==> config.mk <==
export PLATFORM = sky130hd
export DESIGN_NAME = vm_region_fault_resolver_flat
export DESIGN_NICKNAME = d
export VERILOG_FILES = /design/src/sv/vrf_pkg.sv /design/src/sv/vrf_stream_if.sv /design/src/sv/vrf_ram.sv /design/src/sv/vm_region_fault_resolver.sv /design/src/flat_wrapper.sv
export VERILOG_INCLUDE_DIRS = /design/src /design/src/sv
export SDC_FILE = /design/constraint.sdc
export NUM_CORES = 2
export LEC_CHECK = 0
export ABC_AREA = 1
export BUFFER_PORTS_ARGS = -buffer_cell sky130_fd_sc_hd__buf_2
export CORE_MARGIN = 2
export CORE_UTILIZATION = 43
export CTS_BUF_LIST = sky130_fd_sc_hd__clkbuf_4
export CTS_CLUSTER_DIAMETER = 30
export DETAILED_ROUTE_END_ITERATION = 10
export PLACE_DENSITY_LB_ADDON = 0.15
export SLEW_MARGIN = 20
export SYNTH_ARGS = -nofsm -noshare
export SYNTH_HDL_FRONTEND = slang
export SYNTH_SLANG_ARGS = --single-unit
==> constraint.sdc <==
create_clock -name i_clk -period 7.9 [get_ports i_clk]
set_input_delay 0.79 -clock i_clk [delete_from_list [all_inputs] [get_ports i_clk]]
set_output_delay 0.79 -clock i_clk [all_outputs]
set_load 0.02 [all_outputs]
==> src/sv/vm_region_fault_resolver_macros.svh <==
// Assertion macros shared by the region resolver RTL.
`ifndef VM_REGION_FAULT_RESOLVER_MACROS_SVH
`define VM_REGION_FAULT_RESOLVER_MACROS_SVH
`ifndef SYNTHESIS
`define VRF_ASSERT_IMP(label, clk, rst_n, ante, cons) \
    label: assert property (@(posedge clk) disable iff (!rst_n) (ante) |-> (cons)) \
        else $error("assertion failed");
`define VRF_ASSERT_NXT(label, clk, rst_n, ante, cons) \
    label: assert property (@(posedge clk) disable iff (!rst_n) (ante) |=> (cons)) \
        else $error("assertion failed");
`else
`define VRF_ASSERT_IMP(label, clk, rst_n, ante, cons)
`define VRF_ASSERT_NXT(label, clk, rst_n, ante, cons)
`endif
`endif

==> src/sv/vrf_pkg.sv <==
// Package: constants, codes and types of the region fault resolver.
package vrf_pkg;
    localparam int MAX_REGIONS  = 16;
    localparam int SHARED_SLOTS = 8;
    localparam int OBJ_PAGE_LIMIT = 16;
    localparam int PAGE_SHIFT   = 12;
    localparam int RIDX_W = $clog2(MAX_REGIONS);
    localparam int CNT_W  = $clog2(MAX_REGIONS + 1);
    localparam int ENT_W  = 32 + 32 + 7 + 3;

    localparam logic [31:0] FLOOR_RST = 32'h4000_0000;
    localparam logic [31:0] CEIL_RST  = 32'hC000_0000;

    typedef enum logic [2:0] {
        K_MAP = 3'd0, K_UNMAP = 3'd1, K_FAULT = 3'd2,
        K_CREATE = 3'd3, K_MAPSH = 3'd4, K_CLEAR = 3'd5
    } t_kind;

    typedef enum logic [2:0] {
        A_NONE = 3'd0, A_POPULATE = 3'd1, A_FREE = 3'd2,
        A_SHARED = 3'd3, A_COPY = 3'd4, A_ZERO = 3'd5
    } t_action;

    localparam int FB_WRITE = 1;
    localparam int FB_USER = 2;
    localparam int FB_DEMAND = 3;
    localparam int FB_GUARD = 4;
    localparam int FB_COW = 5;
    localparam int FB_SHARED = 6;

    // Attributes of a shared mapping: read, write, user, shared
    localparam logic [6:0] SH_ATTR = 7'h47;

    localparam logic CFG_FLOOR = 1'b0;
    localparam logic CFG_CEIL = 1'b1;

    typedef enum logic [2:0] {
        S_IDLE, S_RD, S_CHK, S_MOVE, S_WR, S_OUT
    } t_state;

    typedef struct packed {
        logic [2:0]  kind;
        logic [31:0] address;
        logic [31:0] length;
        logic [6:0]  region_flags_in;
        logic [2:0]  shared_slot;
        logic [4:0]  page_count;
        logic        frame_ok;
    } t_req;

    typedef struct packed {
        logic        ok;
        logic [2:0]  action;
        logic [2:0]  mmu_bits;
        logic [31:0] base_out;
        logic [31:0] end_out;
        logic [2:0]  slot_out;
        logic [3:0]  pg_offset;
    } t_rsp;

    function automatic logic [2:0] mmu_of(input logic [6:0] a);
        mmu_of = {a[FB_USER], a[FB_WRITE], 1'b1};
    endfunction
endpackage

==> src/sv/vrf_stream_if.sv <==
// Valid/ready stream interface carrying one payload.
interface vrf_stream_if #(parameter type T = logic);
    logic valid;
    logic ready;
    T     data;
    modport source (output valid, output data, input ready);
    modport sink (input valid, input data, output ready);
endinterface

==> src/sv/vrf_ram.sv <==
// Generic single-port RAM with registered read.
module vrf_ram #(
    parameter int WIDTH = 8,
    parameter int DEPTH = 16
) (
    input  logic                     i_clk,
    input  logic                     i_we,
    input  logic [$clog2(DEPTH)-1:0] i_addr,
    input  logic [WIDTH-1:0]         i_wdata,
    output logic [WIDTH-1:0]         o_rdata
);
    logic [WIDTH-1:0] mem [DEPTH];

    always_ff @(posedge i_clk) begin
        if (i_we) begin
            mem[i_addr] <= i_wdata;
        end
        o_rdata <= mem[i_addr];
    end
endmodule

==> src/sv/vm_region_fault_resolver.sv <==
// Region fault resolver: one request in flight, region table held in one RAM.
// Map, create, map shared, clear: decided in the check state, then the output state raises the result.
// Unmap and fault walk the table with a read and a compare state per region entry visited;
// unmap adds a write state to move the last entry into the hole. The next input
// transfer is taken after the result transfer.
// Synchronous active-low reset empties the table and frees all shared slots.
`include "vm_region_fault_resolver_macros.svh"
module vm_region_fault_resolver (
    input  logic i_clk,
    input  logic i_rst_n,
    input  logic i_cfg_we,
    input  logic i_cfg_index,
    input  logic [31:0] i_cfg_data,
    vrf_stream_if.sink   s_in,
    vrf_stream_if.source m_out
);
    import vrf_pkg::*;

    t_state r_state, n_state;
    t_req   r_req;
    t_rsp   r_rsp, n_rsp;
    logic   r_ovalid, n_ovalid;
    logic [31:0] r_floor, r_ceil;
    logic [CNT_W-1:0] r_live, n_live;
    logic [RIDX_W-1:0] r_idx, n_idx;
    logic [RIDX_W-1:0] r_hit, n_hit;
    logic [4:0] r_pages [SHARED_SLOTS];
    logic [ENT_W-1:0] r_ent, n_ent;
    logic ram_we;
    logic [RIDX_W-1:0] ram_addr;
    logic [ENT_W-1:0] ram_wdata, ram_rdata;
    logic pg_we;
    logic [2:0] pg_idx;
    logic [4:0] pg_val;

    vrf_ram #(.WIDTH(ENT_W), .DEPTH(MAX_REGIONS)) u_ram (
        .i_clk(i_clk), .i_we(ram_we), .i_addr(ram_addr),
        .i_wdata(ram_wdata), .o_rdata(ram_rdata)
    );

    // Decode the held request
    logic [31:0] base, endv, sh_end;
    logic [31:0] e_base, e_lim;
    logic [6:0]  e_attr;
    logic [2:0]  e_slot;
    logic [31:0] pdiff;
    logic [2:0]  free_slot;
    logic        free_any;
    logic [6:0]  na;

    always_comb begin
        base = r_req.address & ~((32'd1 << PAGE_SHIFT) - 32'd1);
        endv = (r_req.address + r_req.length + ((32'd1 << PAGE_SHIFT) - 32'd1))
             & ~((32'd1 << PAGE_SHIFT) - 32'd1);
        sh_end = r_req.address + (32'(r_pages[r_req.shared_slot]) << PAGE_SHIFT);
        {e_base, e_lim, e_attr, e_slot} = r_ent;
        pdiff = (base - e_base) >> PAGE_SHIFT;
        na = e_attr;
        na[FB_COW] = 1'b0;
        na[FB_WRITE] = 1'b1;
        free_any = 1'b0;
        free_slot = '0;
        for (int k = SHARED_SLOTS - 1; k >= 0; k--) begin
            if (r_pages[k] == 5'd0) begin
                free_any = 1'b1;
                free_slot = 3'(k);
            end
        end
    end

    // Hold the transfer registers
    always_ff @(posedge i_clk) begin
        if (!i_rst_n) begin
            r_state <= S_IDLE;
            r_ovalid <= 1'b0;
            r_live <= '0;
            r_floor <= FLOOR_RST;
            r_ceil <= CEIL_RST;
            for (int k = 0; k < SHARED_SLOTS; k++) r_pages[k] <= '0;
        end else begin
            r_state <= n_state;
            r_ovalid <= n_ovalid;
            r_live <= n_live;
            if (i_cfg_we && i_cfg_index == CFG_FLOOR) r_floor <= i_cfg_data;
            if (i_cfg_we && i_cfg_index == CFG_CEIL) r_ceil <= i_cfg_data;
            if (pg_we) r_pages[pg_idx] <= pg_val;
        end
        if (s_in.valid && s_in.ready) r_req <= s_in.data;
        r_rsp <= n_rsp;
        r_idx <= n_idx;
        r_hit <= n_hit;
        r_ent <= n_ent;
    end

    assign s_in.ready = (r_state == S_IDLE) && !r_ovalid;
    assign m_out.valid = r_ovalid;
    assign m_out.data = r_rsp;

    // Sequence one request
    always_comb begin
        n_state = r_state;
        n_rsp = r_rsp;
        n_ovalid = r_ovalid && !m_out.ready;
        n_live = r_live;
        n_idx = r_idx;
        n_hit = r_hit;
        n_ent = r_ent;
        ram_we = 1'b0;
        ram_addr = r_idx;
        ram_wdata = r_ent;
        pg_we = 1'b0;
        pg_idx = r_req.shared_slot;
        pg_val = r_req.page_count;
        unique case (r_state)
            S_IDLE: begin
                if (s_in.valid && s_in.ready) begin
                    n_state = S_CHK;
                    n_idx = '0;
                    n_rsp = '0;
                end
            end
            S_CHK: begin
                // decide or start walk
                n_state = S_OUT;
                n_rsp = '0;
                case (r_req.kind) inside
                    K_MAP: begin
                        if (r_req.length != 0 && r_live < CNT_W'(MAX_REGIONS) &&
                            !(r_req.region_flags_in[FB_USER] &&
                              (base < r_floor || endv > r_ceil))) begin
                            ram_we = 1'b1;
                            ram_addr = r_live[RIDX_W-1:0];
                            ram_wdata = {base, endv, r_req.region_flags_in, 3'd0};
                            n_live = r_live + 1'b1;
                            if (r_req.region_flags_in[FB_DEMAND] ||
                                r_req.region_flags_in[FB_GUARD]) begin
                                n_rsp.ok = 1'b1;
                                n_rsp.base_out = base;
                                n_rsp.end_out = endv;
                            end else if (r_req.frame_ok) begin
                                n_rsp.ok = 1'b1;
                                n_rsp.action = A_POPULATE;
                                n_rsp.mmu_bits = mmu_of(r_req.region_flags_in);
                                n_rsp.base_out = base;
                                n_rsp.end_out = endv;
                            end
                        end
                    end
                    K_UNMAP, K_FAULT: begin
                        if ((r_req.kind == K_FAULT || r_req.length != 0) &&
                            CNT_W'(r_idx) < r_live) begin
                            ram_addr = r_idx;
                            n_state = S_RD;
                        end
                    end
                    K_CREATE: begin
                        if (r_req.page_count != 0 &&
                            r_req.page_count <= 5'(OBJ_PAGE_LIMIT) &&
                            free_any && r_req.frame_ok) begin
                            pg_we = 1'b1;
                            pg_idx = free_slot;
                            n_rsp.ok = 1'b1;
                            n_rsp.slot_out = free_slot;
                        end
                    end
                    K_MAPSH: begin
                        if (r_pages[r_req.shared_slot] != 0 &&
                            r_live < CNT_W'(MAX_REGIONS)) begin
                            ram_we = 1'b1;
                            ram_addr = r_live[RIDX_W-1:0];
                            ram_wdata = {r_req.address, sh_end, SH_ATTR,
                                         r_req.shared_slot};
                            n_live = r_live + 1'b1;
                            n_rsp.ok = 1'b1;
                            n_rsp.action = A_SHARED;
                            n_rsp.mmu_bits = mmu_of(SH_ATTR);
                            n_rsp.base_out = r_req.address;
                            n_rsp.end_out = sh_end;
                            n_rsp.slot_out = r_req.shared_slot;
                        end
                    end
                    K_CLEAR: begin
                        n_live = '0;
                        n_rsp.ok = 1'b1;
                    end
                    default: ;
                endcase
            end
            S_RD: begin
                // capture the entry read last cycle
                n_ent = ram_rdata;
                n_state = S_MOVE;
            end
            S_MOVE: begin
                // compare the captured entry
                n_state = S_OUT;
                if (r_req.kind == K_UNMAP) begin
                    if (e_base == base && e_lim == endv) begin
                        n_rsp.ok = 1'b1;
                        n_rsp.action = (e_attr[FB_GUARD] || e_attr[FB_DEMAND] ||
                                        e_attr[FB_SHARED]) ? A_NONE : A_FREE;
                        n_rsp.base_out = base;
                        n_rsp.end_out = endv;
                        n_hit = r_idx;
                        ram_addr = RIDX_W'(r_live - 1'b1);
                        n_state = S_WR;
                    end
                end else if (!(base < e_base || base >= e_lim) &&
                             (e_attr[FB_GUARD] || e_attr[FB_SHARED] ||
                              e_attr[FB_COW] || e_attr[FB_DEMAND])) begin
                    if (e_attr[FB_GUARD]) begin
                        n_rsp = '0;
                    end else if (e_attr[FB_SHARED]) begin
                        if (pdiff < 32'(r_pages[e_slot])) begin
                            n_rsp.ok = 1'b1;
                            n_rsp.action = A_SHARED;
                            n_rsp.mmu_bits = mmu_of(e_attr);
                            n_rsp.base_out = base;
                            n_rsp.slot_out = e_slot;
                            n_rsp.pg_offset = pdiff[3:0];
                        end
                    end else if (r_req.frame_ok) begin
                        n_rsp.ok = 1'b1;
                        n_rsp.base_out = base;
                        if (e_attr[FB_COW]) begin
                            n_rsp.action = A_COPY;
                            n_rsp.mmu_bits = mmu_of(na);
                            ram_we = 1'b1;
                            ram_wdata = {e_base, e_lim, na, e_slot};
                        end else begin
                            n_rsp.action = A_ZERO;
                            n_rsp.mmu_bits = mmu_of(e_attr);
                        end
                    end
                end
                if (n_state == S_OUT && !n_rsp.ok && r_idx != RIDX_W'(MAX_REGIONS - 1)
                    && CNT_W'(r_idx) + 1'b1 < r_live &&
                    !(r_req.kind == K_FAULT && !(base < e_base || base >= e_lim) &&
                      (e_attr[FB_GUARD] || e_attr[FB_SHARED] ||
                       e_attr[FB_COW] || e_attr[FB_DEMAND]))) begin
                    n_idx = r_idx + 1'b1;
                    ram_addr = r_idx + 1'b1;
                    n_state = S_RD;
                end
            end
            S_WR: begin
                // move the last entry into the hole
                ram_we = 1'b1;
                ram_addr = r_hit;
                ram_wdata = ram_rdata;
                n_live = r_live - 1'b1;
                n_state = S_OUT;
            end
            S_OUT: begin
                n_ovalid = 1'b1;
                n_state = S_IDLE;
            end
            default: n_state = S_IDLE;
        endcase
    end

    `VRF_ASSERT_IMP(a_live_bound, i_clk, i_rst_n, 1'b1, r_live <= CNT_W'(MAX_REGIONS))
    `VRF_ASSERT_NXT(a_out_follows, i_clk, i_rst_n, r_state == S_OUT, r_ovalid)
    `VRF_ASSERT_IMP(a_no_accept_busy, i_clk, i_rst_n, r_state != S_IDLE, !s_in.ready)
    `VRF_ASSERT_NXT(a_fail_zero, i_clk, i_rst_n, r_ovalid && !r_rsp.ok && !m_out.ready,
                    r_rsp == '0)
endmodule

==> src/flat_wrapper.sv <==
// flat-port wrapper written by rule: the top's interface ports become plain ports
module vm_region_fault_resolver_flat import vrf_pkg::*;
  (i_clk, i_rst_n, i_cfg_we, i_cfg_index, i_cfg_data, s_in_valid, s_in_data, s_in_ready, m_out_valid, m_out_data, m_out_ready);
  vrf_stream_if #(.T(t_req)) s_in_i ();
  vrf_stream_if #(.T(t_rsp)) m_out_i ();
  input  logic i_clk;
  input  logic i_rst_n;
  input  logic i_cfg_we;
  input  logic i_cfg_index;
  input  logic [31:0] i_cfg_data;
  input wire logic [$bits(s_in_i.valid)-1:0] s_in_valid;
  input wire logic [$bits(s_in_i.data)-1:0] s_in_data;
  output wire logic [$bits(s_in_i.ready)-1:0] s_in_ready;
  output wire logic [$bits(m_out_i.valid)-1:0] m_out_valid;
  output wire logic [$bits(m_out_i.data)-1:0] m_out_data;
  input wire logic [$bits(m_out_i.ready)-1:0] m_out_ready;
  assign s_in_i.valid = s_in_valid;
  assign s_in_i.data = s_in_data;
  assign s_in_ready = s_in_i.ready;
  assign m_out_valid = m_out_i.valid;
  assign m_out_data = m_out_i.data;
  assign m_out_i.ready = m_out_ready;
  vm_region_fault_resolver u_core (.i_clk(i_clk), .i_rst_n(i_rst_n), .i_cfg_we(i_cfg_we), .i_cfg_index(i_cfg_index), .i_cfg_data(i_cfg_data), .s_in(s_in_i), .m_out(m_out_i));
endmodule
==> run summary <==
Once detailed placement completed, the half-perimeter wirelength came to 152000 um. The total number of yosys warnings is 0. The critical path class is reg -> reg. Setup violations remaining at the end of the flow were counted as 0.

The static power due to leakage is 38.1 nW. The maximum number of pins on one net before global-route repair came out at 176. The vertical die dimension came out at 427 um. The global-route wire length before repair came out at 372000 um. The final RePlAce weighted congestion is 0.976. Summing over every cut layer, the via total after detailed routing is 60.4k. The first-pass iteration count of the detailed router came out at 6. In the global route stage, overall resource usage came out at 27.5%. The number of gates on the worst path with buffers counted is 27.

The arrival time at the worst endpoint is 8.18 ns. In this run the count of I/O pins placed on the die edge is 201. The required time of the critical path is 8.78 ns. In this run the tool buffered the top-level ports with 199 buffer cells.

The clock sink count is 1601. The end point of the critical path is u_core.u_ram.mem[4][28]. The type of destination of the critical path is a flop. The max-cap check violation count came out at 0.

The die footprint is 182000 um^2. The depth of the worst register-to-register path came out at 27. The proportion of layout cells with a drive suffix above 1 came out at 15.8%. VDD sags by at most 0.538 mV.

The max-slew violation count came to 0. The number of buffers and inverters on the critical path is 4. For this block, the routed nets add up to 256000 um of wire. The number of buffers added by the clock tree synthesis step is 447.

The final period demand of the worst path is 7.30 ns. After synthesis, flip-flops and latches occupy 60.5% of the total area. The kind of cell with the highest combined delay along the critical path is simple AND/OR/NAND/NOR gates.

The fraction of the core area covered by cells at the end of the flow is 49.8%. The met2 capacity usage during global routing came out at 43.3%. The overall power consumption came out at 42.1 mW.

The root buffer cell is sky130_fd_sc_hd__clkbuf_4. The capture point of the worst reg-to-reg path is u_core.u_ram.mem[4][28]. The largest individual stage delay along the critical path comes from the cell sky130_fd_sc_hd__edfxtp_1.

The most used flip-flop cell after synthesis is sky130_fd_sc_hd__edfxtp_1. The synthesis-to-finish area growth is 15.3%. The number of distinct library cells after synthesis is 62. The clock arrives with 0.202 ns of skew. The analysis attributes to net switching a power of 20.1 mW.

The switching power share of the total is 47.7%. The met1 routing resource usage after global routing came out at 37.4%. In the routed design, unresolved DRC markers number 0. The number of enable flip-flop cells after synthesis is 1449. From left edge to right edge, the die measures 427 um.

The setup slack of the worst register-to-register path came out at 0.60 ns. Measured against its own limit, the worst slew margin works out to 25.1%. The most critical setup path has its startpoint at u_core.base[26]. The flop and latch count out of synthesis is 1601.

The area of the placeable core is 178000 um^2. The maximum fanout along the worst path is 73. Once the floorplan was initialized, standard cells occupied 43.2% of the core. The number of vias per cell after detailed routing is 5.31. TritonCTS built the clock tree. At the pin with the least slew margin, the transition time is 1.12 ns. The total number of H-tree levels came out at 5.

The number of antenna violations at the first check in global routing was 6. The sequential share of power is 30.7%. Dividing the detail-routed wire length by the instance count gives 22.5 um. The number of hold violations in the final report came out at 0.

The period utilization came out at 92.4%. In this run, the number of DRC markers left after iteration 0 of detailed routing was 5338. Dividing the synthesized area by the synthesized cell count gives 9.54 um^2. By instance count, the cell type seen most on the critical path is sky130_fd_sc_hd__nand2_1.

The power per cell area is 474 nW/um^2. The clock network latency to the later pin of the worst-skew pair came out at 1.43 ns. The fraction of power consumed by combinational cells is 50.9%. Global routing used 4.71% of the available met3 tracks. Summing every instance area after synthesis gives 76900 um^2. The synthesized net count came out at 8342.

For this run the aggregate overflow at the end of global routing stands at 0. After floorplanning, the core was divided into 155 placement rows. The tightest min-delay check is of the in -> reg type. The critical path's largest stage delay came out at 0.54 ns. For this run, asynchronously set or reset flops after synthesis account for 0%. The startpoint class of the critical path is a flop. The number of nets at the end of the flow came out at 8951. The part of the power in the clock network came out at 18.3%.

The worst register-to-register path begins at u_core.base[26]. The antenna violation net count after detailed routing came out at 0. The number of resized instances in the post-cts repair step is 0.

For this run, the top clock speed supported by timing is 137 MHz. The number of global-route vias before repair is 57.2k. The cell internal power dissipation is 22.0 mW. Setup repair after global routing left no endpoint under its margin. On the final layout, the worst hold slack is 0.178 ns. The run finished with clean final reports. The most heavily used metal layer in global routing is met2.

Counting along the longest clock path gives a buffer depth of 4. The number of standard cells after synthesis came out at 8061. Clock-pin slew was measured on the worst setup and hold paths at 0.07 ns.
==> state kept, by name, summed over array words and instances (netlist names), named ones only <==
name and cells:
u_core.pg_val 5, u_core.r_hit 4, u_core.u_ram.o_rdata 73, u_core.r_req 57, u_core.r_live 5, u_core.m_out.valid 1
u_core.r_ent 73, u_core.r_floor 32, u_core.u_ram.mem 1168, u_core.r_pages 40, u_core.r_ceil 32, u_core.base 20
u_core.m_out.data 78, u_core.r_state 3, u_core.r_idx 4
==> final cells by class <==
| cell class | instances | area (um^2) |
|---|---|---|
| Tap cell | 2355 | 2950 |
| Multi-Input combinational cell | 5393 | 26000 |
| Timing Repair Buffer | 554 | 4760 |
| Sequential cell | 1601 | 46600 |
| Fill cell | 16600 | 89400 |
| Antenna cell | 8 | 20.0 |
| Clock inverter | 96 | 579 |
| Inverter | 673 | 2540 |
| Clock buffer | 702 | 5270 |
==> placed cells by master, fill, tap and decap left out, types with 25 or more instances in the layout <==
cell type                       instances
sky130_fd_sc_hd__dfxtp_1              152
sky130_fd_sc_hd__a221oi_1              33
sky130_fd_sc_hd__inv_2                 48
sky130_fd_sc_hd__clkinv_2              28
sky130_fd_sc_hd__buf_12                50
sky130_fd_sc_hd__buf_4                117
sky130_fd_sc_hd__nor3_1                54
sky130_fd_sc_hd__buf_2                199
sky130_fd_sc_hd__clkbuf_4             702
sky130_fd_sc_hd__o2111ai_1             37
sky130_fd_sc_hd__nand3_1              591
sky130_fd_sc_hd__o2111ai_2             25
sky130_fd_sc_hd__clkinv_1              56
sky130_fd_sc_hd__inv_1                622
sky130_fd_sc_hd__edfxtp_1            1449
sky130_fd_sc_hd__nor2_1               287
sky130_fd_sc_hd__a21oi_1              182
sky130_fd_sc_hd__o221ai_1              32
sky130_fd_sc_hd__nand4_1               46
sky130_fd_sc_hd__ha_1                 159
sky130_fd_sc_hd__o21ai_0              219
sky130_fd_sc_hd__nand2_1             3310
sky130_fd_sc_hd__nand3_2              173
sky130_fd_sc_hd__dlygate4sd3_1        188
==> timing repair <==
item | CTS | global route
endpoints found under the hold margin | 158 | 0
hold buffers | 188 | 0
setup buffers | 0 | 0
==> worst min path at each step <==
stage,startpoint,to,cells past startpoint
final,s_in_data[28],u_core.r_req[28],2
after global routing,s_in_data[28],u_core.r_req[28],2
after CTS,s_in_data[33],u_core.r_req[33],2
after global placement,u_core.u_ram.o_rdata[28],u_core.r_ent[28],0
after floorplan,u_core.u_ram.o_rdata[0],u_core.r_ent[0],0
after detailed placement,u_core.u_ram.o_rdata[35],u_core.r_ent[35],0
==> through the flow <==
stage | TNS, ns | cells | worst slack, ns | instance area, um^2
after floorplan | -288.30 | 8061 | -0.268 | 76900
after global placement | 0 | 10400 | 0.833 | 80800
after detailed placement | 0 | 10400 | 0.787 | 80900
after CTS | 0 | 11400 | 0.614 | 88600
after global routing | 0 | 11400 | 0.0778 | 88600
final | 0 | 11400 | 0.599 | 88700
==> power by group through the flow <==
stage	Sequential [mW]	Clock, mW	Combinational, mW
final	12.9	7.72	21.4
after global routing	13.0	8.37	23.8
after CTS	12.9	7.91	21.3
after detailed placement	13.1	0	21.1
after global placement	13.1	0	21.0
after floorplan	13.0	0	14.1
==> cells by family after synthesis <==
kind of cell / Yosys count / synth area share [%]
buf+inv: 1067 / 6.18
fa+ha+maj: 160 / 2.61
compound gates: 667 / 5.39
xor+xnor: 20 / 0.228
simple gates: 4546 / 25.0
flops: 1601 / 60.5
==> synth_stat cells, types with 62 or more instances <==
library cell	instances	area (um^2)
sky130_fd_sc_hd__clkbuf_1	132	495
sky130_fd_sc_hd__o21ai_0	219	1100
sky130_fd_sc_hd__ha_1	159	1990
sky130_fd_sc_hd__nor2_1	310	1160
sky130_fd_sc_hd__nand3_2	173	1730
sky130_fd_sc_hd__a21oi_1	182	911
sky130_fd_sc_hd__dfxtp_1	152	3040
sky130_fd_sc_hd__nand2_1	3314	12400
sky130_fd_sc_hd__inv_1	625	2350
sky130_fd_sc_hd__buf_2	145	726
sky130_fd_sc_hd__edfxtp_1	1449	43500
sky130_fd_sc_hd__o2111ai_1	62	543
sky130_fd_sc_hd__nand3_1	591	2960
==> per-layer routing <==
layer | vias to the layer above | routed length (um)
met3 | 485 | 18100
li1 | 28600 | -
met4 | 0 | 10800
met1 | 28900 | 110000
met2 | 2407 | 116000
met5 | - | 0
Note: power is estimated with default switching activity, not from simulation.
